==> config.mk <==
export PLATFORM = sky130hd
export DESIGN_NAME = gtc_state_mem
export DESIGN_NICKNAME = d
export VERILOG_FILES = /design/src/rtl/gammatone_complex_filter_macros.svh /design/src/rtl/gtc_pkg.sv /design/src/rtl/gtc_state_mem.sv
export SDC_FILE = /design/constraint.sdc
export NUM_CORES = 1
export LEC_CHECK = 0
export ABC_AREA = 1
export BUFFER_PORTS_ARGS = -buffer_cell sky130_fd_sc_hd__buf_2
export CAP_MARGIN = 20
export CELL_PAD_IN_SITES_DETAIL_PLACEMENT = 1
export CELL_PAD_IN_SITES_GLOBAL_PLACEMENT = 1
export CORE_UTILIZATION = 50
export DETAILED_ROUTE_END_ITERATION = 10
export PLACE_DENSITY_LB_ADDON = 0.12
export SYNTH_ARGS = -nofsm -noshare
export SYNTH_HDL_FRONTEND = slang
export SYNTH_SLANG_ARGS = --single-unit
==> constraint.sdc <==
create_clock -name i_clk -period 7.9 [get_ports i_clk]
set_clock_uncertainty 0.1 [all_clocks]
set_input_delay 1.58 -clock i_clk [delete_from_list [all_inputs] [get_ports i_clk]]
set_output_delay 1.58 -clock i_clk [all_outputs]
set_load 0.02 [all_outputs]
==> src/rtl/gammatone_complex_filter_macros.svh <==
// assertion helpers used by the filter engine
`ifndef GAMMATONE_COMPLEX_FILTER_MACROS_SVH
`define GAMMATONE_COMPLEX_FILTER_MACROS_SVH

// condition holds in the same cycle
`define GTC_ASSERT_HOLDS(label, ante, cons, msg) \
    label: assert property (@(posedge i_clk) disable iff (!i_rst_n) (ante) |-> (cons)) \
        else $error(msg);

// condition holds in the cycle after
`define GTC_ASSERT_NEXT(label, ante, cons, msg) \
    label: assert property (@(posedge i_clk) disable iff (!i_rst_n) (ante) |=> (cons)) \
        else $error(msg);

`endif

==> src/rtl/gtc_pkg.sv <==
package gtc_pkg;

    localparam int STATE_BITS    = 32;
    localparam int ORDER_BITS    = 4;
    localparam int DEFAULT_ORDER = 4;
    localparam int CFG_IDX_BITS  = 3;

    typedef enum logic [CFG_IDX_BITS-1:0] {
        CFG_DECAY_GAIN   = 3'd0,
        CFG_ROT_COS      = 3'd1,
        CFG_ROT_SIN      = 3'd2,
        CFG_FILTER_ORDER = 3'd3,
        CFG_PHASE_COS    = 3'd4,
        CFG_PHASE_SIN    = 3'd5
    } t_cfg_idx;

    typedef enum logic [3:0] {
        ST_IDLE,
        ST_READ,
        ST_ROT1,
        ST_ROT2,
        ST_ROUND,
        ST_GAIN,
        ST_LEAK,
        ST_WRITE,
        ST_OUT_MUL,
        ST_OUT_SUM
    } t_state;

    typedef struct packed {
        logic rd;
        logic wr;
    } t_mem_ctrl;

endpackage

==> src/rtl/gtc_state_mem.sv <==
module gtc_state_mem #(
    parameter int MAX_SECTIONS = 10
) (
    input  logic                                  i_clk,
    input  logic                                  i_rst_n,
    input  gtc_pkg::t_mem_ctrl                    i_ctrl,
    input  logic [(MAX_SECTIONS > 1 ? $clog2(MAX_SECTIONS) : 1)-1:0] i_rd_addr,
    input  logic [(MAX_SECTIONS > 1 ? $clog2(MAX_SECTIONS) : 1)-1:0] i_wr_addr,
    input  logic signed [gtc_pkg::STATE_BITS-1:0] i_wr_real,
    input  logic signed [gtc_pkg::STATE_BITS-1:0] i_wr_imag,
    output logic signed [gtc_pkg::STATE_BITS-1:0] o_rd_real,
    output logic signed [gtc_pkg::STATE_BITS-1:0] o_rd_imag
);

    localparam int SW = gtc_pkg::STATE_BITS;

    logic [2*SW-1:0]         mem [MAX_SECTIONS];
    logic [MAX_SECTIONS-1:0] r_valid;
    logic [2*SW-1:0]         r_rd_word;
    logic                    r_rd_valid;

    always_ff @(posedge i_clk) begin
        if (i_ctrl.wr) begin
            mem[i_wr_addr] <= {i_wr_imag, i_wr_real};
        end
        if (i_ctrl.rd) begin
            r_rd_word <= mem[i_rd_addr];
        end
    end

    // an entry never written since reset reads as zero
    always_ff @(posedge i_clk) begin
        if (!i_rst_n) begin
            r_valid    <= '0;
            r_rd_valid <= 1'b0;
        end else begin
            if (i_ctrl.wr) begin
                r_valid[i_wr_addr] <= 1'b1;
            end
            if (i_ctrl.rd) begin
                r_rd_valid <= r_valid[i_rd_addr];
            end
        end
    end

    assign o_rd_real = r_rd_valid ? signed'(r_rd_word[SW-1:0]) : '0;
    assign o_rd_imag = r_rd_valid ? signed'(r_rd_word[2*SW-1:SW]) : '0;

endmodule

==> results.sh <==
export IMPL_ir_drop_uv=167.2
export IMPL_startpoint_type="primary input"
export IMPL_clkLatencyLatePin_ps=610
export IMPL_hold_viol_final=0
export IMPL_cts_root_buf="clkbuf_16"
export IMPL_p_leak_nw=11.45
export IMPL_ys_seq_area_frac=0.7632
export IMPL_worstMarginPinSlew_ps=1251
export IMPL_fin_setup_tns_ps=0
export IMPL_portBuffers=139
export IMPL_clk_path_buf_depth=3
export IMPL_syn_area_per_cell_um2=12.68
export IMPL_dr_first_iter_drc_count=1224
export IMPL_grt_overflow=0
export IMPL_placed_area_mm2=0.02927
export IMPL_wl_um=72770
export IMPL_hpwl_um=36000
export IMPL_relSlewSlack=0.1661
export IMPL_grt_pass1_vias=18748
export IMPL_drive_gt1_frac=0.1162
export IMPL_slew_viol_final=0
export IMPL_period_share=0.5239
export IMPL_grt_usage=0.2611
export IMPL_fmax_ghz=0.2416
export IMPL_maxCapViolCount=0
export IMPL_yosysWarnings=0
export IMPL_status="finished clean"
export IMPL_die_x_um=238.6
export IMPL_setup_violations=0
export IMPL_endpoint_kind="flop"
export IMPL_drt_first_pass_iters=5
export IMPL_grt_pass1_wl_um=110600
export IMPL_p_sw_mw=1.792
export IMPL_path_class="primary input to flop"
export IMPL_p_seq_frac=0.528
export IMPL_fin_nets=2391
export IMPL_cts_buffers=76
export IMPL_synth_seq_cells=715
export IMPL_min_period_ps=4139
export IMPL_nFillCells=5521
export IMPL_start_util=0.5070
export IMPL_gp_routability_congestion=0.7423
export IMPL_synthSimpleGateAreaFrac=0.1066
export IMPL_synth_mux_area_frac=0
export IMPL_cts_tree="built"
export IMPL_ant_nets=0
export IMPL_powerDensity_mw_per_mm2=257.0
export IMPL_syn2layout_area_growth_pct=13.05
export IMPL_synth_compound_area_frac=0.08753
export IMPL_post_cts_buffers=0
export IMPL_required_ps=8150
export IMPL_antenna_found_initial=12
export IMPL_syn_nets=2284
export IMPL_clkTransAtPathRegs_ps=60
export IMPL_drc=0
export IMPL_final_core_util=0.5732
export IMPL_cts_max_level=3
export IMPL_synth_top_family_by_area="simple AND/OR/NAND/NOR gates"
export IMPL_viasPerCell=5.617
export IMPL_fin_hold_ws_ps=359.0
export IMPL_wl_per_cell_um=23.30
export IMPL_rsz0062_at_grt="false"
export IMPL_vias=17542
export IMPL_dieArea_mm2=0.05693
export IMPL_rows=86
export IMPL_critPathMaxFanout=250
export IMPL_r2r_slack_ps=6230
export IMPL_ys_types=19
export IMPL_swShare=0.2204
export IMPL_fp_coreArea_mm2=0.05520
export IMPL_final_cell_area_mm2=0.03164
export IMPL_syn_inst=2208
export IMPL_holdCritPathClass="flop to flop"
export IMPL_die_height_um=238.6
export IMPL_clkSinkCount=715
export IMPL_ctsHoldBuffers=0
export IMPL_p_clk_frac=0.416
export IMPL_grt_start_max_net_pins=251
export IMPL_ios=140
export IMPL_cts_resized=0
export IMPL_synthAdderAreaFrac=0
export IMPL_yosys_area_share_xor_xnor=0
export IMPL_fin_total_pwr_mw=8.131
export IMPL_intPower_mw=6.339
export IMPL_arrival_ps=4390
export IMPL_pwr_share_comb=0.056
export IMPL_synth_area_mm2=0.02799
-- layout make-up --
class                   instances  area [um2]  area share
flip-flops and latches        715       21360      0.6751
diodes                          8       20.02   0.0006327
multi-input cells            1205        5459      0.1725
well taps                     748       935.9     0.02958
repair buffers                164       947.2     0.02994
clock inverters                35       240.2    0.007593
clock buffers                  95        2079     0.06572
inverters                     153       596.8     0.01886
-- stage by stage --
stage               cells  setup slack, ps
global route         3120             3636
detailed placement   2984             3261
finish               3123             3762
global placement     2983             3373
CTS                  3114             3866
floorplan            2208            882.8
-- critical path: stages --
cell and delay [ps]:
buf_8 310, buf_12 630, buf_4 810, a21oi_1 140, o21ai_0 120, o211ai_1 150, nand3_1 140, nand2_1 70
-- placed cells by master (no fill, tap or decap), drive strengths merged, types with 5 or more instances in the layout --
| master | Yosys | layout |
|---|---|---|
| clkbuf | 68 | 95 |
| nand2 | 147 | 147 |
| clkinv | 1 | 36 |
| buf | 67 | 164 |
| dfxtp | 11 | 11 |
| diode | 0 | 8 |
| o21ai | 321 | 321 |
| nand3 | 136 | 136 |
| o211ai | 64 | 64 |
| a21oi | 71 | 71 |
| inv | 152 | 146 |
| nor2 | 460 | 460 |
| edfxtp | 704 | 704 |
| nor3 | 5 | 5 |
-- Yosys cell counts, drive strengths merged --
library cell	count	area [um2]
o211ai	64	480.5
inv	152	570.5
a21boi	1	7.510
nand3	136	680.7
buf	67	364.1
a21oi	71	355.3
nor2	460	1727
dfxtp	11	220.2
clkinv	1	3.750
clkbuf	68	255.2
nand2	147	551.8
nor3	5	25.02
edfxtp	704	21140
o21ai	321	1607
-- cell families after synthesis --
group,after synthesis
DFF,715
buffers and inverters,288
AOI/OAI and AO/OA,457
and+or+nand+nor,748
-- metal layers --
layer  vias up  routed length [um]  GRT usage  share of wire
met5         -                  45          0        0.00062
met4         8                1960    0.09596          0.027
met3       121                3361    0.03915          0.046
met2       403               36360     0.4508           0.50
met1      8992               31040     0.3348           0.43
li1       8018                   -          -              -
-- state kept, by name, summed over array words and instances, names as in the netlist --
| signal | count |
|---|---|
| r_rd_word | 64 |
| r_valid | 10 |
| r_rd_valid | 1 |
| mem | 640 |
-- power by group through the flow --
stage | combinational (mW) | clock, mW | sequential, mW
2_1_floorplan | 0.264 | 0 | 4.37
3_5_place_dp | 0.455 | 0 | 4.38
5_1_grt | 0.506 | 3.57 | 4.30
4_1_cts | 0.460 | 3.43 | 4.30
6_report | 0.455 | 3.38 | 4.30
3_3_place_gp | 0.434 | 0 | 4.37
-- path summary, 6_finish.rpt --
kind / start / to / depth (start not counted)
setup / recovery: i_rd_addr[0] / r_rd_word[30] / 8
hold / removal: r_valid[2] / r_valid[2] / 2
setup reg to reg: r_rd_valid / r_rd_valid / 3
hold reg to reg: r_valid[2] / r_valid[2] / 2
No activity file was read; power rests on OpenSTA's default activity.
