`src/rtl/gammatone_complex_filter_macros.svh`:
```
// assertion helpers used by the filter engine
`ifndef GAMMATONE_COMPLEX_FILTER_MACROS_SVH
`define GAMMATONE_COMPLEX_FILTER_MACROS_SVH

// condition holds in the same cycle
`define GTC_ASSERT_HOLDS(label, ante, cons, msg) \
    label: assert property (@(posedge i_clk) disable iff (!i_rst_n) (ante) |-> (cons)) \
        else $error(msg);

// condition holds in the cycle after
`define GTC_ASSERT_NEXT(label, ante, cons, msg) \
    label: assert property (@(posedge i_clk) disable iff (!i_rst_n) (ante) |=> (cons)) \
        else $error(msg);

`endif

```
`src/rtl/gtc_pkg.sv`:
```
package gtc_pkg;

    localparam int STATE_BITS    = 32;
    localparam int ORDER_BITS    = 4;
    localparam int DEFAULT_ORDER = 4;
    localparam int CFG_IDX_BITS  = 3;

    typedef enum logic [CFG_IDX_BITS-1:0] {
        CFG_DECAY_GAIN   = 3'd0,
        CFG_ROT_COS      = 3'd1,
        CFG_ROT_SIN      = 3'd2,
        CFG_FILTER_ORDER = 3'd3,
        CFG_PHASE_COS    = 3'd4,
        CFG_PHASE_SIN    = 3'd5
    } t_cfg_idx;

    typedef enum logic [3:0] {
        ST_IDLE,
        ST_READ,
        ST_ROT1,
        ST_ROT2,
        ST_ROUND,
        ST_GAIN,
        ST_LEAK,
        ST_WRITE,
        ST_OUT_MUL,
        ST_OUT_SUM
    } t_state;

    typedef struct packed {
        logic rd;
        logic wr;
    } t_mem_ctrl;

endpackage

```
`src/rtl/gtc_cfg_regs.sv`:
```
module gtc_cfg_regs #(
    parameter int MAX_SECTIONS   = 10,
    parameter int COEF_FRAC_BITS = 16
) (
    input  logic                                 i_clk,
    input  logic                                 i_rst_n,
    input  logic                                 i_cfg_we,
    input  logic [gtc_pkg::CFG_IDX_BITS-1:0]     i_cfg_index,
    input  logic [COEF_FRAC_BITS+1:0]            i_cfg_data,
    output logic [COEF_FRAC_BITS:0]              o_gain,
    output logic [COEF_FRAC_BITS:0]              o_gain_c,
    output logic signed [COEF_FRAC_BITS+1:0]     o_rot_cos,
    output logic signed [COEF_FRAC_BITS+1:0]     o_rot_sin,
    output logic signed [COEF_FRAC_BITS+1:0]     o_phase_cos,
    output logic signed [COEF_FRAC_BITS+1:0]     o_phase_sin,
    output logic [(MAX_SECTIONS > 1 ? $clog2(MAX_SECTIONS) : 1)-1:0] o_last
);

    localparam int AW = (MAX_SECTIONS > 1) ? $clog2(MAX_SECTIONS) : 1;
    localparam int GW = COEF_FRAC_BITS + 1;
    localparam int CW = COEF_FRAC_BITS + 2;
    localparam int OW = gtc_pkg::ORDER_BITS;

    localparam logic [GW-1:0]        G_ONE = {1'b1, {COEF_FRAC_BITS{1'b0}}};
    localparam logic signed [CW-1:0] C_ONE = {2'b01, {COEF_FRAC_BITS{1'b0}}};

    logic [GW-1:0]        r_gain;
    logic signed [CW-1:0] r_rot_cos;
    logic signed [CW-1:0] r_rot_sin;
    logic [OW-1:0]        r_order;
    logic signed [CW-1:0] r_phase_cos;
    logic signed [CW-1:0] r_phase_sin;

    logic [OW:0]          eff_order;

    always_ff @(posedge i_clk) begin
        if (!i_rst_n) begin
            r_gain      <= '0;
            r_rot_cos   <= C_ONE;
            r_rot_sin   <= '0;
            r_order     <= OW'(gtc_pkg::DEFAULT_ORDER);
            r_phase_cos <= C_ONE;
            r_phase_sin <= '0;
        end else if (i_cfg_we) begin
            case (i_cfg_index)
                gtc_pkg::CFG_DECAY_GAIN:   r_gain      <= i_cfg_data[GW-1:0];
                gtc_pkg::CFG_ROT_COS:      r_rot_cos   <= signed'(i_cfg_data);
                gtc_pkg::CFG_ROT_SIN:      r_rot_sin   <= signed'(i_cfg_data);
                gtc_pkg::CFG_FILTER_ORDER: r_order     <= i_cfg_data[OW-1:0];
                gtc_pkg::CFG_PHASE_COS:    r_phase_cos <= signed'(i_cfg_data);
                gtc_pkg::CFG_PHASE_SIN:    r_phase_sin <= signed'(i_cfg_data);
                default: ;
            endcase
        end
    end

    // gain above one is clamped to one
    always_comb begin
        o_gain   = (r_gain > G_ONE) ? G_ONE : r_gain;
        o_gain_c = G_ONE - o_gain;
    end

    // zero order means the default, and the count never exceeds the memory depth
    always_comb begin
        eff_order = (r_order == '0) ? (OW+1)'(gtc_pkg::DEFAULT_ORDER) : {1'b0, r_order};
        if (eff_order > (OW+1)'(MAX_SECTIONS)) begin
            eff_order = (OW+1)'(MAX_SECTIONS);
        end
        o_last = AW'(eff_order - (OW+1)'(1));
    end

    assign o_rot_cos   = r_rot_cos;
    assign o_rot_sin   = r_rot_sin;
    assign o_phase_cos = r_phase_cos;
    assign o_phase_sin = r_phase_sin;

endmodule

```
`config.mk`:
```
export PLATFORM = sky130hd
export DESIGN_NAME = gtc_cfg_regs
export DESIGN_NICKNAME = d
export VERILOG_FILES = /design/src/rtl/gammatone_complex_filter_macros.svh /design/src/rtl/gtc_pkg.sv /design/src/rtl/gtc_cfg_regs.sv
export SDC_FILE = /design/constraint.sdc
export NUM_CORES = 1
export LEC_CHECK = 0
export BUFFER_PORTS_ARGS = -buffer_cell sky130_fd_sc_hd__buf_2
export CAP_MARGIN = 10
export CORE_UTILIZATION = 30
export DETAILED_ROUTE_END_ITERATION = 12
export GPL_TIMING_DRIVEN = 0
export HOLD_SLACK_MARGIN = 0.02
export MAX_ROUTING_LAYER = met4
export PLACE_DENSITY_LB_ADDON = 0.25
export SLEW_MARGIN = 20
export SYNTH_ARGS = -nofsm -noshare
export SYNTH_HDL_FRONTEND = slang
export SYNTH_SLANG_ARGS = --single-unit
```
`constraint.sdc`:
```
create_clock -name i_clk -period 7.2 [get_ports i_clk]
set_clock_uncertainty 0.15 [all_clocks]
set_input_delay 1.44 -clock i_clk [delete_from_list [all_inputs] [get_ports i_clk]]
set_output_delay 1.44 -clock i_clk [all_outputs]
set_load 0.01 [all_outputs]
```
==> out/qor.txt <==
I/O pins - 134
ratio of cells with drive above 1 in the final layout - 25.65%
PnR worst setup slack - 2927 ps
max-capacitance violation count - 0
Pwr Total - 1.181 mW
std cell rows - 42
CP max FO - 10
Synth area leaders - dfxtp_1 46%, nand2_1 17%, a21boi_0 16%
fill cell count - 1420
Crit path arrival time - 2680 ps
Mapped Cells - 506
grt ovf - 0
Total Nets Final - 673
Yosys warnings - 0
WL final - 11970 um
area share of the largest cell type after synthesis - 45.56%
sequential element share of the synthesized area - 45.56%
wire per inst - 14.47 um
cts bufs inserted - 9
Setup Viol. Count Final - 0
Worst-Margin Slew - 712.5 ps
Max Fclk - 234.0 MHz
Initial Util - 30.86%
Worst-Skew Late Latency - 330 ps
Synth Register Bits - 93
DRC - 0
outcome - completed
H-tree levels - 3
Avg Cell Area, Syn - 8.076 sq um
VDD IR max - 113.3 uV
clk buf depth - 2
DIE WIDTH - 118.7 um
ANT nets after route - 0
Netlist cell types - 44
P&R area growth vs syn - 29.27%
IO buf count - 130
pin count of the biggest net entering global routing - 15
CP Data Required Time - 5610 ps
GRT Util Overall - 17.84%
dpl ws - 3291 ps
pwr dens - 223.6 nW/um^2
CTS tree - done
TritonRoute pass-1 iters - 4
crit share post-route - 59.35%
Hold Fails Final Rpt - 0
initial antenna violation count - 0
Vias - 3828
max-slew violations - 0
clock slew at reported path FFs - 60 ps
Vias/cell - 4.629
crit path time final - 4273 ps
Syn Nets - 532
core footprint - 13240 sq um
DP HPWL - 9150 um
CTS Hold Bufs - 0
Slew HR - 52.24%
global-route wire length before repair - 19080 um
HP Class - reg -> reg
height of the die - 118.7 um
setup TNS - 0 ps
largest area contributor in the netlist - dfxtp_1
vias in the first global route - 3656
Num Clock Sinks - 93
Crit. End Element - output pin
DRT iter0 DRCs - 209
Worst Setup Start Kind - flop
die area - 14090 sq um
n_diodes - 0
Clk Tree Root Cell - clkbuf_16
RePlAce Congestion - 0.8392
RSZ-0062 raised after global routing - no
CTS-repair resized insts - 0
Crit Path Category - reg -> out
Pleak - 2.262 nW
Setup Buffers After CTS - 0
synthesized area - 4086 sq um
[state kept, by name, summed over array words and instances, names as in the netlist]
| register | cells |
|---|---|
| o_phase_cos | 18 |
| o_phase_sin | 18 |
| o_rot_cos | 18 |
| o_rot_sin | 18 |
| r_gain | 17 |
| r_order | 4 |
[stage by stage]
step | area [sq um] | hold slack [ps] | util [%] | std cells
final | 5283 | 310.4 | 39.89 | 827
after global routing | 5283 | 333.8 | 39.89 | 827
after CTS | 5283 | 313.6 | 39.89 | 827
after detailed placement | 4957 | 303.6 | 37.43 | 812
after global placement | 4957 | 291.3 | 37.43 | 812
after floorplan | 4086 | 301.2 | - | 506
[metal layers]
metal  part of all wire (%)  GRT usage [%]  vias to the layer above
li1                       -              -                     1947
met1                     47          22.22                     1763
met2                     47          29.06                      102
met3                    4.4          3.427                       16
met4                    1.4          5.617                        0
met5                      0              -                        -
[layout make-up]
cell class	instances	area [sq um]	area share, %
multi-input combinational	379	2077	39.32
sequential	93	1862	35.24
timing repair buffer	130	650.6	12.32
clock buffer	12	256.5	4.856
tap	176	220.2	4.169
buffer	30	132.6	2.511
clock inverter	3	68.82	1.303
inverter	4	15.01	0.2842
[final timing paths]
check | startpoint | endpoint | slack (ps) | cells past startpoint
max | r_gain[16] | o_gain_c[8] | 2930 | 9
min | o_phase_sin[5] | o_phase_sin[5] | 310 | 2
max reg2reg | r_gain[16] | r_gain[16] | 5820 | 3
min reg2reg | o_phase_sin[5] | o_phase_sin[5] | 310 | 2
[cell usage in the layout, fill, tap and decap left out, types with 3 or more instances in the layout]
cell and n:
clkbuf_16 9, a31oi_1 3, clkbuf_1 19, dfxtp_1 93
a21boi_1 4, nand2_1 187, mux2i_1 4, xnor2_1 3
inv_1 4, nand3_1 9, a21boi_0 85, buf_2 139
nor2_1 14, nand2b_1 6, o21ai_0 5, xor2_1 3
nor3_1 7, a21oi_1 3, nor2b_1 17
[cells in the mapped netlist]
cell,n
xor2_1,3
nor2_2,2
a31oi_1,3
and3_1,1
a221o_1,1
nor3_1,7
nand3_1,9
or4_4,1
and2_4,1
buf_4,2
clkbuf_1,18
o311a_1,1
a21boi_1,4
nor4_2,1
nor3b_4,1
o31a_1,1
nand3b_1,1
a2bb2oi_2,1
nor2_1,14
a21oi_1,3
inv_1,4
and4_1,1
o21ai_0,5
nor3b_2,1
a211oi_1,1
nor3_4,1
mux2i_1,4
or3_1,1
dfxtp_1,93
nand2b_1,6
o31ai_1,1
nand2_1,187
a21o_1,1
o21a_1,2
nor4_1,1
o211ai_1,1
nor2b_1,17
ha_1,2
a21boi_0,85
nor3_2,2
buf_2,9
clkbuf_2,1
xnor2_1,3
nand4b_1,2
[critical path, stage by stage (launching register included)]
cell	delay (ps)
dfxtp_1	410
clkbuf_1	360
nand2b_1	190
ha_1	140
buf_2	190
nor3b_2	310
nand2_1	160
a221o_1	370
o21ai_0	70
buf_2	150
[where the power goes]
group	leakage (nW)	total, mW	internal (mW)	switching [mW]
logic	1.35	0.135	0.0563	0.0789
clock network	0.159	0.512	0.322	0.190
registers	0.753	0.534	0.526	0.00817
total	2.26	1.18	0.904	0.277
[cells by family after synthesis]
logic type               count (synthesis)  synth area share, %
AO/OA/AOI/OAI                          110                19.96
XOR/XNOR                                 6                1.286
adder cells (fa/ha/maj)                  2               0.6123
buffers and inverters                   34                3.612
flip-flops                              93                45.56
multiplexers                             4               0.9798
AND/OR/NAND/NOR                        257                27.99
No activity file was read; power rests on OpenSTA's default activity.
