$ cat config.mk
export PLATFORM = sky130hd
export DESIGN_NAME = gtc_engine
export DESIGN_NICKNAME = d
export VERILOG_FILES = /design/src/rtl/gtc_pkg.sv /design/src/rtl/gtc_engine.sv
export VERILOG_INCLUDE_DIRS = /design/src /design/src/rtl
export SDC_FILE = /design/constraint.sdc
export NUM_CORES = 2
export LEC_CHECK = 0
export ABC_AREA = 0
export BUFFER_PORTS_ARGS = -buffer_cell sky130_fd_sc_hd__buf_2
export CORE_MARGIN = 2
export CORE_UTILIZATION = 35
export CTS_CLUSTER_SIZE = 25
export DETAILED_ROUTE_END_ITERATION = 10
export PLACE_DENSITY = 0.61
export SLEW_MARGIN = 20
export SYNTH_ARGS = -nofsm -noshare
export SYNTH_HDL_FRONTEND = slang
export SYNTH_SLANG_ARGS = --single-unit
export TNS_END_PERCENT = 30
$ cat constraint.sdc
create_clock -name i_clk -period 11.5 [get_ports i_clk]
set_input_delay 1.725 -clock i_clk [delete_from_list [all_inputs] [get_ports i_clk]]
set_output_delay 1.725 -clock i_clk [all_outputs]
set_load 0.005 [all_outputs]
$ cat src/rtl/gammatone_complex_filter_macros.svh
// assertion helpers used by the filter engine
`ifndef GAMMATONE_COMPLEX_FILTER_MACROS_SVH
`define GAMMATONE_COMPLEX_FILTER_MACROS_SVH

// condition holds in the same cycle
`define GTC_ASSERT_HOLDS(label, ante, cons, msg) \
    label: assert property (@(posedge i_clk) disable iff (!i_rst_n) (ante) |-> (cons)) \
        else $error(msg);

// condition holds in the cycle after
`define GTC_ASSERT_NEXT(label, ante, cons, msg) \
    label: assert property (@(posedge i_clk) disable iff (!i_rst_n) (ante) |=> (cons)) \
        else $error(msg);

`endif

$ cat src/rtl/gtc_pkg.sv
package gtc_pkg;

    localparam int STATE_BITS    = 32;
    localparam int ORDER_BITS    = 4;
    localparam int DEFAULT_ORDER = 4;
    localparam int CFG_IDX_BITS  = 3;

    typedef enum logic [CFG_IDX_BITS-1:0] {
        CFG_DECAY_GAIN   = 3'd0,
        CFG_ROT_COS      = 3'd1,
        CFG_ROT_SIN      = 3'd2,
        CFG_FILTER_ORDER = 3'd3,
        CFG_PHASE_COS    = 3'd4,
        CFG_PHASE_SIN    = 3'd5
    } t_cfg_idx;

    typedef enum logic [3:0] {
        ST_IDLE,
        ST_READ,
        ST_ROT1,
        ST_ROT2,
        ST_ROUND,
        ST_GAIN,
        ST_LEAK,
        ST_WRITE,
        ST_OUT_MUL,
        ST_OUT_SUM
    } t_state;

    typedef struct packed {
        logic rd;
        logic wr;
    } t_mem_ctrl;

endpackage

$ cat src/rtl/gtc_engine.sv
`include "gammatone_complex_filter_macros.svh"

module gtc_engine #(
    parameter int MAX_SECTIONS   = 10,
    parameter int SAMPLE_BITS    = 24,
    parameter int COEF_FRAC_BITS = 16
) (
    input  logic                                  i_clk,
    input  logic                                  i_rst_n,
    input  logic                                  i_in_valid,
    output logic                                  o_in_stall,
    input  logic signed [SAMPLE_BITS-1:0]         i_sample_in,
    output logic                                  o_out_valid,
    input  logic                                  i_out_stall,
    output logic signed [SAMPLE_BITS-1:0]         o_sample_out,
    input  logic [COEF_FRAC_BITS:0]               i_gain,
    input  logic [COEF_FRAC_BITS:0]               i_gain_c,
    input  logic signed [COEF_FRAC_BITS+1:0]      i_rot_cos,
    input  logic signed [COEF_FRAC_BITS+1:0]      i_rot_sin,
    input  logic signed [COEF_FRAC_BITS+1:0]      i_phase_cos,
    input  logic signed [COEF_FRAC_BITS+1:0]      i_phase_sin,
    input  logic [(MAX_SECTIONS > 1 ? $clog2(MAX_SECTIONS) : 1)-1:0] i_last,
    output gtc_pkg::t_mem_ctrl                    o_mem_ctrl,
    output logic [(MAX_SECTIONS > 1 ? $clog2(MAX_SECTIONS) : 1)-1:0] o_rd_addr,
    output logic [(MAX_SECTIONS > 1 ? $clog2(MAX_SECTIONS) : 1)-1:0] o_wr_addr,
    output logic signed [gtc_pkg::STATE_BITS-1:0] o_wr_real,
    output logic signed [gtc_pkg::STATE_BITS-1:0] o_wr_imag,
    input  logic signed [gtc_pkg::STATE_BITS-1:0] i_rd_real,
    input  logic signed [gtc_pkg::STATE_BITS-1:0] i_rd_imag
);

    localparam int AW = (MAX_SECTIONS > 1) ? $clog2(MAX_SECTIONS) : 1;
    localparam int CW = COEF_FRAC_BITS + 2;
    localparam int SW = gtc_pkg::STATE_BITS;
    localparam int RW = CW + SW + 1 - COEF_FRAC_BITS;   // rotated value
    localparam int PW = RW + CW;                          // product

    localparam logic signed [PW:0] ONE_W     = (PW+1)'(1);
    localparam logic signed [PW:0] HALF_F    = ONE_W <<< (COEF_FRAC_BITS - 1);
    localparam logic signed [PW:0] HALF_O    = ONE_W <<< (COEF_FRAC_BITS - 2);
    localparam logic signed [PW:0] STATE_MAX = (ONE_W <<< (SW - 1)) - ONE_W;
    localparam logic signed [PW:0] STATE_MIN = -STATE_MAX - ONE_W;
    localparam logic signed [PW:0] SMP_MAX   = (ONE_W <<< (SAMPLE_BITS - 1)) - ONE_W;
    localparam logic signed [PW:0] SMP_MIN   = -SMP_MAX - ONE_W;

    gtc_pkg::t_state r_state;
    gtc_pkg::t_state n_state;

    logic [AW-1:0]          r_sec;
    logic signed [SW-1:0]   r_yi;
    logic signed [RW-1:0]   r_rr;
    logic signed [RW-1:0]   r_ri;
    logic signed [PW-1:0]   r_acc_r;
    logic signed [PW-1:0]   r_acc_i;
    logic signed [PW-1:0]   r_pa;
    logic signed [PW-1:0]   r_pb;
    logic signed [SW-1:0]   r_dr;
    logic signed [SW-1:0]   r_di;
    logic signed [SAMPLE_BITS-1:0] r_out;
    logic                   r_out_valid;

    logic                   is_last;
    logic                   load_out;
    logic signed [RW-1:0]   op_a_x;
    logic signed [CW-1:0]   op_a_y;
    logic signed [RW-1:0]   op_b_x;
    logic signed [CW-1:0]   op_b_y;
    logic signed [PW-1:0]   mul_a;
    logic signed [PW-1:0]   mul_b;
    logic signed [CW-1:0]   gain_s;
    logic signed [CW-1:0]   gain_c_s;

    logic signed [PW:0]     rot_sum_r;
    logic signed [PW:0]     rot_sum_i;
    logic signed [PW:0]     rot_rnd_r;
    logic signed [PW:0]     rot_rnd_i;
    logic signed [PW:0]     new_sum_r;
    logic signed [PW:0]     new_sum_i;
    logic signed [PW:0]     new_rnd_r;
    logic signed [PW:0]     new_rnd_i;
    logic signed [SW-1:0]   new_r;
    logic signed [SW-1:0]   new_i;
    logic signed [PW:0]     out_sum;
    logic signed [PW:0]     out_rnd;
    logic signed [SAMPLE_BITS-1:0] out_sat;

    assign is_last  = (r_sec == i_last);
    assign gain_s   = signed'({1'b0, i_gain});
    assign gain_c_s = signed'({1'b0, i_gain_c});

    // next state
    always_comb begin
        n_state = r_state;
        case (r_state)
            gtc_pkg::ST_IDLE:    if (i_in_valid) n_state = gtc_pkg::ST_READ;
            gtc_pkg::ST_READ:    n_state = gtc_pkg::ST_ROT1;
            gtc_pkg::ST_ROT1:    n_state = gtc_pkg::ST_ROT2;
            gtc_pkg::ST_ROT2:    n_state = gtc_pkg::ST_ROUND;
            gtc_pkg::ST_ROUND:   n_state = gtc_pkg::ST_GAIN;
            gtc_pkg::ST_GAIN:    n_state = gtc_pkg::ST_LEAK;
            gtc_pkg::ST_LEAK:    n_state = gtc_pkg::ST_WRITE;
            gtc_pkg::ST_WRITE: begin
                n_state = is_last ? gtc_pkg::ST_OUT_MUL : gtc_pkg::ST_ROT1;
            end
            gtc_pkg::ST_OUT_MUL: n_state = gtc_pkg::ST_OUT_SUM;
            gtc_pkg::ST_OUT_SUM: begin
                if (!r_out_valid || !i_out_stall) n_state = gtc_pkg::ST_IDLE;
            end
            default:             n_state = gtc_pkg::ST_IDLE;
        endcase
    end

    // control outputs; the next section is read while the current one is written back
    always_comb begin
        o_in_stall    = (r_state != gtc_pkg::ST_IDLE);
        o_mem_ctrl.rd = (r_state == gtc_pkg::ST_READ) ||
                        ((r_state == gtc_pkg::ST_WRITE) && !is_last);
        o_mem_ctrl.wr = (r_state == gtc_pkg::ST_WRITE);
        o_rd_addr     = (r_state == gtc_pkg::ST_READ) ? r_sec : AW'(r_sec + AW'(1));
        o_wr_addr     = r_sec;
        load_out      = (r_state == gtc_pkg::ST_OUT_SUM) && (!r_out_valid || !i_out_stall);
    end

    // operand select for the two multiplier lanes
    always_comb begin
        op_a_x = '0;
        op_a_y = '0;
        op_b_x = '0;
        op_b_y = '0;
        case (r_state)
            gtc_pkg::ST_ROT1: begin
                op_a_x = RW'(i_rd_real);
                op_a_y = i_rot_cos;
                op_b_x = RW'(i_rd_real);
                op_b_y = i_rot_sin;
            end
            gtc_pkg::ST_ROT2: begin
                op_a_x = RW'(r_yi);
                op_a_y = i_rot_sin;
                op_b_x = RW'(r_yi);
                op_b_y = i_rot_cos;
            end
            gtc_pkg::ST_GAIN: begin
                op_a_x = r_rr;
                op_a_y = gain_s;
                op_b_x = r_ri;
                op_b_y = gain_s;
            end
            gtc_pkg::ST_LEAK: begin
                op_a_x = RW'(r_dr);
                op_a_y = gain_c_s;
                op_b_x = RW'(r_di);
                op_b_y = gain_c_s;
            end
            gtc_pkg::ST_OUT_MUL: begin
                op_a_x = RW'(r_dr);
                op_a_y = i_phase_cos;
                op_b_x = RW'(r_di);
                op_b_y = i_phase_sin;
            end
            default: ;
        endcase
    end

    assign mul_a = op_a_x * op_a_y;
    assign mul_b = op_b_x * op_b_y;

    // rounding, saturation and output arithmetic
    always_comb begin
        rot_sum_r = (PW+1)'(r_acc_r) - (PW+1)'(r_pa);
        rot_sum_i = (PW+1)'(r_acc_i) + (PW+1)'(r_pb);
        rot_rnd_r = (rot_sum_r + HALF_F) >>> COEF_FRAC_BITS;
        rot_rnd_i = (rot_sum_i + HALF_F) >>> COEF_FRAC_BITS;

        new_sum_r = (PW+1)'(r_acc_r) + (PW+1)'(r_pa);
        new_sum_i = (PW+1)'(r_acc_i) + (PW+1)'(r_pb);
        new_rnd_r = (new_sum_r + HALF_F) >>> COEF_FRAC_BITS;
        new_rnd_i = (new_sum_i + HALF_F) >>> COEF_FRAC_BITS;
        if (new_rnd_r > STATE_MAX)      new_r = SW'(STATE_MAX);
        else if (new_rnd_r < STATE_MIN) new_r = SW'(STATE_MIN);
        else                            new_r = SW'(new_rnd_r);
        if (new_rnd_i > STATE_MAX)      new_i = SW'(STATE_MAX);
        else if (new_rnd_i < STATE_MIN) new_i = SW'(STATE_MIN);
        else                            new_i = SW'(new_rnd_i);

        // output scale is doubled, so one fraction bit fewer is dropped
        out_sum = (PW+1)'(r_pa) - (PW+1)'(r_pb);
        out_rnd = (out_sum + HALF_O) >>> (COEF_FRAC_BITS - 1);
        if (out_rnd > SMP_MAX)      out_sat = SAMPLE_BITS'(SMP_MAX);
        else if (out_rnd < SMP_MIN) out_sat = SAMPLE_BITS'(SMP_MIN);
        else                        out_sat = SAMPLE_BITS'(out_rnd);
    end

    assign o_wr_real = new_r;
    assign o_wr_imag = new_i;

    always_ff @(posedge i_clk) begin
        if (!i_rst_n) begin
            r_state     <= gtc_pkg::ST_IDLE;
            r_out_valid <= 1'b0;
        end else begin
            r_state <= n_state;
            if (load_out) begin
                r_out_valid <= 1'b1;
            end else if (!i_out_stall) begin
                r_out_valid <= 1'b0;
            end
        end
    end

    always_ff @(posedge i_clk) begin
        case (r_state)
            gtc_pkg::ST_IDLE: begin
                if (i_in_valid) begin
                    r_dr  <= SW'(i_sample_in);
                    r_di  <= '0;
                    r_sec <= '0;
                end
            end
            gtc_pkg::ST_ROT1: begin
                r_yi <= i_rd_imag;
                r_pa <= mul_a;
                r_pb <= mul_b;
            end
            gtc_pkg::ST_ROT2, gtc_pkg::ST_LEAK: begin
                r_acc_r <= r_pa;
                r_acc_i <= r_pb;
                r_pa    <= mul_a;
                r_pb    <= mul_b;
            end
            gtc_pkg::ST_ROUND: begin
                r_rr <= RW'(rot_rnd_r);
                r_ri <= RW'(rot_rnd_i);
            end
            gtc_pkg::ST_GAIN, gtc_pkg::ST_OUT_MUL: begin
                r_pa <= mul_a;
                r_pb <= mul_b;
            end
            gtc_pkg::ST_WRITE: begin
                r_dr <= new_r;
                r_di <= new_i;
                if (!is_last) begin
                    r_sec <= AW'(r_sec + AW'(1));
                end
            end
            default: ;
        endcase
        if (load_out) begin
            r_out <= out_sat;
        end
    end

    assign o_out_valid  = r_out_valid;
    assign o_sample_out = r_out;

    `GTC_ASSERT_HOLDS(a_no_same_entry, o_mem_ctrl.rd && o_mem_ctrl.wr, o_rd_addr != o_wr_addr, "read and write hit the same entry")
    `GTC_ASSERT_HOLDS(a_sec_in_range, r_state != gtc_pkg::ST_IDLE, r_sec <= i_last, "section index past active count")
    `GTC_ASSERT_NEXT(a_accept_starts, i_in_valid && !o_in_stall, r_state == gtc_pkg::ST_READ && r_sec == '0, "accepted request did not start at section zero")
    `GTC_ASSERT_NEXT(a_result_posted, r_state == gtc_pkg::ST_OUT_SUM && n_state == gtc_pkg::ST_IDLE, o_out_valid, "finished request left no result")

endmodule

==> flow_summary.toml <==
[cts]
root_buffer = "clkbuf_16"
cts_buffer_depth = 3
clk-insertion-delay-late_ns = 0.70
cts_setup_buffers = 0
cts-hold-fix-buffers = 0
path_clk_slew_ns = 0.06
cts_resized = 0
clock_sinks = 411
htree_levels = 2
tritoncts = "built"
numCtsBuffers = 54

[setup_path]
rr_endpoint = "r_pb[50]"
critical_path_class = "register to register"
slowest_delay_ns = 0.95
worst_path_max_delay_cell = "a221oi_1"
arrival_ns = 10.78
rr_startpoint = "r_state[2]"
worst_path_most_repeated_cell = "fa_1"
r2r_slack_ns = 1.14
cp.required_ns = 11.92
end_kind = "register"
ff2ff_path_depth = 29
critical_path.startpoint_type = "register"
cp_max_fo = 59

[cells_and_area]
final_area_sq_mm = 0.0785
area_growth_pct = 10.0
layout-drive-gt1-share_pct = 8.59
layout.nets = 10000

[placed_design]
dp_hpwl_um = 214000
dp_worst_setup_slack_ns = 1.14
dpl-instance-area_sq_mm = 0.0765
gp_congestion = 0.987
portBuffers = 301

[sta]
drv_slew = 0
rsz0062_at_grt = "false"
setup_viol = 0
max_freq_mhz = 96.5
setup_slack_ns = 1.14
hold_violations = 0
clock-skew-final_ns = 0.0450
slew_headroom_pct = 18.3
finalSetupTns_ns = 0
tightest_slew_ns = 1.22
layout_min_cycle_time_ns = 10.36
post-route-period-util_pct = 90.1

[synthesis]
synth.cell_area_sq_mm = 0.0714
yosys.area.top_type = "fa_1"
synth_cell_types = 90
synth_top_cells_by_area = "fa_1 (34%), edfxtp_1 (17%), ha_1 (12%)"
ys.flop_type = "edfxtp_1"
synth-async-reset-ratio_pct = 0
avgSynthCellArea_sq_um = 9.20
synth_edf_count = 406
synthCells = 7757
synth_top_cell_area_share_pct = 33.7
synth_seq_area_share_pct = 17.2
synth-seq-cells = 411
syn_nets = 9822
yosysWarnings = 0

[floorplanning]
die-area_sq_mm = 0.208
fp.coreArea_sq_mm = 0.203
initial_core_util_pct = 35.2
fp-row-count = 165
die_w_um = 456
die_h_um = 456
io_pins = 302

[routing]
vias_per_cell = 5.32
detail-route-antenna-nets = 0
drc_errors = 0
dr_total_vias = 56900
avgRoutedWirePerCell_um = 24.0
drtPass1Iterations = 8
drtIter0Drc = 4616
wl_um = 257000

[global_route]
grt.total_usage_pct = 24.8
grt-ovfl-total = 0
antenna_found_initial = 11
grt_pass1_wl_um = 384000
grt_max_degree = 70
grt_pass1_vias = 59500

[power_and_ir_drop]
powerDensity_mw_per_mm2 = 119
peakVddDrop_uv = 128
power_leakage_nw = 37.2

[min_path]
hold_start = "r_pb[15]"
hold_class = "register to register"
holdPathEnd = "r_acc_i[15]"
holdPathStages = 0

[job]
drv_cap = 0

[run_status]
outcome = "complete, no violations"
-- how the worst max path moves through the flow --
stage,start,to,slack [ns]
2_1_floorplan,r_state[1],r_pa[52],2.53
5_1_grt,r_state[2],r_pa[52],0.67
3_5_place_dp,i_gain_c[6],r_pb[50],1.14
3_3_place_gp,i_gain_c[6],r_pb[51],1.14
6_report,r_state[2],r_pb[50],1.14
4_1_cts,r_state[2],r_pa[52],1.34
-- worst max-delay path: cells and delay by family (launching register included) --
kind                       cells  cell delay [ns]
AOI/OAI and AO/OA             11             3.41
and+or+nand+nor                4             1.35
xor gates and xnor gates       1             0.17
buffers and inverters          6             1.07
adders and majority gates      7             3.43
DFF                            1             0.56
-- layout make-up --
class                      count  area [sq um]
antenna                        7          17.5
clock buffer                  58          1390
clock inverter                44           576
fill                       20100        124000
inverter                    1673          6280
multi-input combinational   5366         51800
sequential                   411         12300
tap                         2672          3340
timing repair buffer         478          2880
-- layout by cell type (no fill, tap or decap), types with 71 or more instances in the layout --
cell type,Yosys,layout
nand2_1,953,952
xnor2_1,167,167
edfxtp_1,406,406
ha_1,661,661
o21ai_0,177,177
nor2_1,712,710
inv_1,1671,1671
a221o_1,71,71
buf_2,19,301
buf_4,2,172
a21oi_1,306,305
fa_1,1202,1202
xor2_1,86,86
nand4_1,80,80
a21o_1,137,137
-- report_power, final --
part	leakage, nW	switching (W)	internal (W)
clock network	0.953	0.000804	0.00112
logic	32.4	0.00348	0.00179
registers	3.83	0.000189	0.00194
-- cell usage after synthesis, types with 38 or more instances --
cell type  count
a21oi_1      306
nand3_1       47
nor3_1        47
nand2_1      953
edfxtp_1     406
o21ai_0      177
nand4_1       80
fa_1        1202
a21o_1       137
ha_1         661
a221o_1       71
clkbuf_1     270
and3_1        38
inv_1       1671
nor2_1       712
o21bai_1      38
a221oi_1      71
xor2_1        86
xnor2_1      167
-- stage by stage --
step | total power [W] | hold WS [ns] | util (%) | instances
after floorplan | 0.00536 | 0.426 | - | 7757
after global placement | 0.00731 | 0.433 | 37.8 | 10600
after detailed placement | 0.00735 | 0.434 | 37.8 | 10600
after CTS | 0.00933 | 0.446 | 38.8 | 10700
after global routing | 0.00991 | 0.463 | 38.8 | 10700
final | 0.00932 | 0.447 | 38.8 | 10700
-- state kept, by name, summed over array words and instances (netlist names) --
| signal | flops |
|---|---|
| r_rr | 35 |
| o_sample_out | 24 |
| r_dr | 32 |
| r_acc_r | 53 |
| o_out_valid | 1 |
| r_state | 4 |
| r_pa | 53 |
| r_yi | 32 |
| r_ri | 35 |
| r_acc_i | 53 |
| o_wr_addr | 4 |
| r_di | 32 |
| r_pb | 53 |
-- logic make-up (layout without fill, tap and decap cells) --
| group | count (synthesis) | count (layout) | share of synthesized area (%) |
|---|---|---|---|
| multiplexers | 29 | 29 | 0.452 |
| buffers and inverters | 1980 | 2253 | 10.5 |
| XOR/XNOR | 253 | 253 | 3.10 |
| AO/OA/AOI/OAI | 1164 | 1164 | 11.2 |
| flip-flops | 411 | 411 | 17.2 |
| adder cells (fa/ha/maj) | 1863 | 1863 | 45.3 |
| other | 0 | 7 | 0 |
| AND/OR/NAND/NOR | 2057 | 2057 | 12.2 |
-- layer usage --
layer	vias up	wire length (um)	track usage (%)
li1	25200	-	-
met1	28800	96900	29.6
met2	2356	116000	39.6
met3	561	18900	4.46
met4	2	24700	19.2
met5	-	13	0
Note: power is estimated with default switching activity, not from simulation.
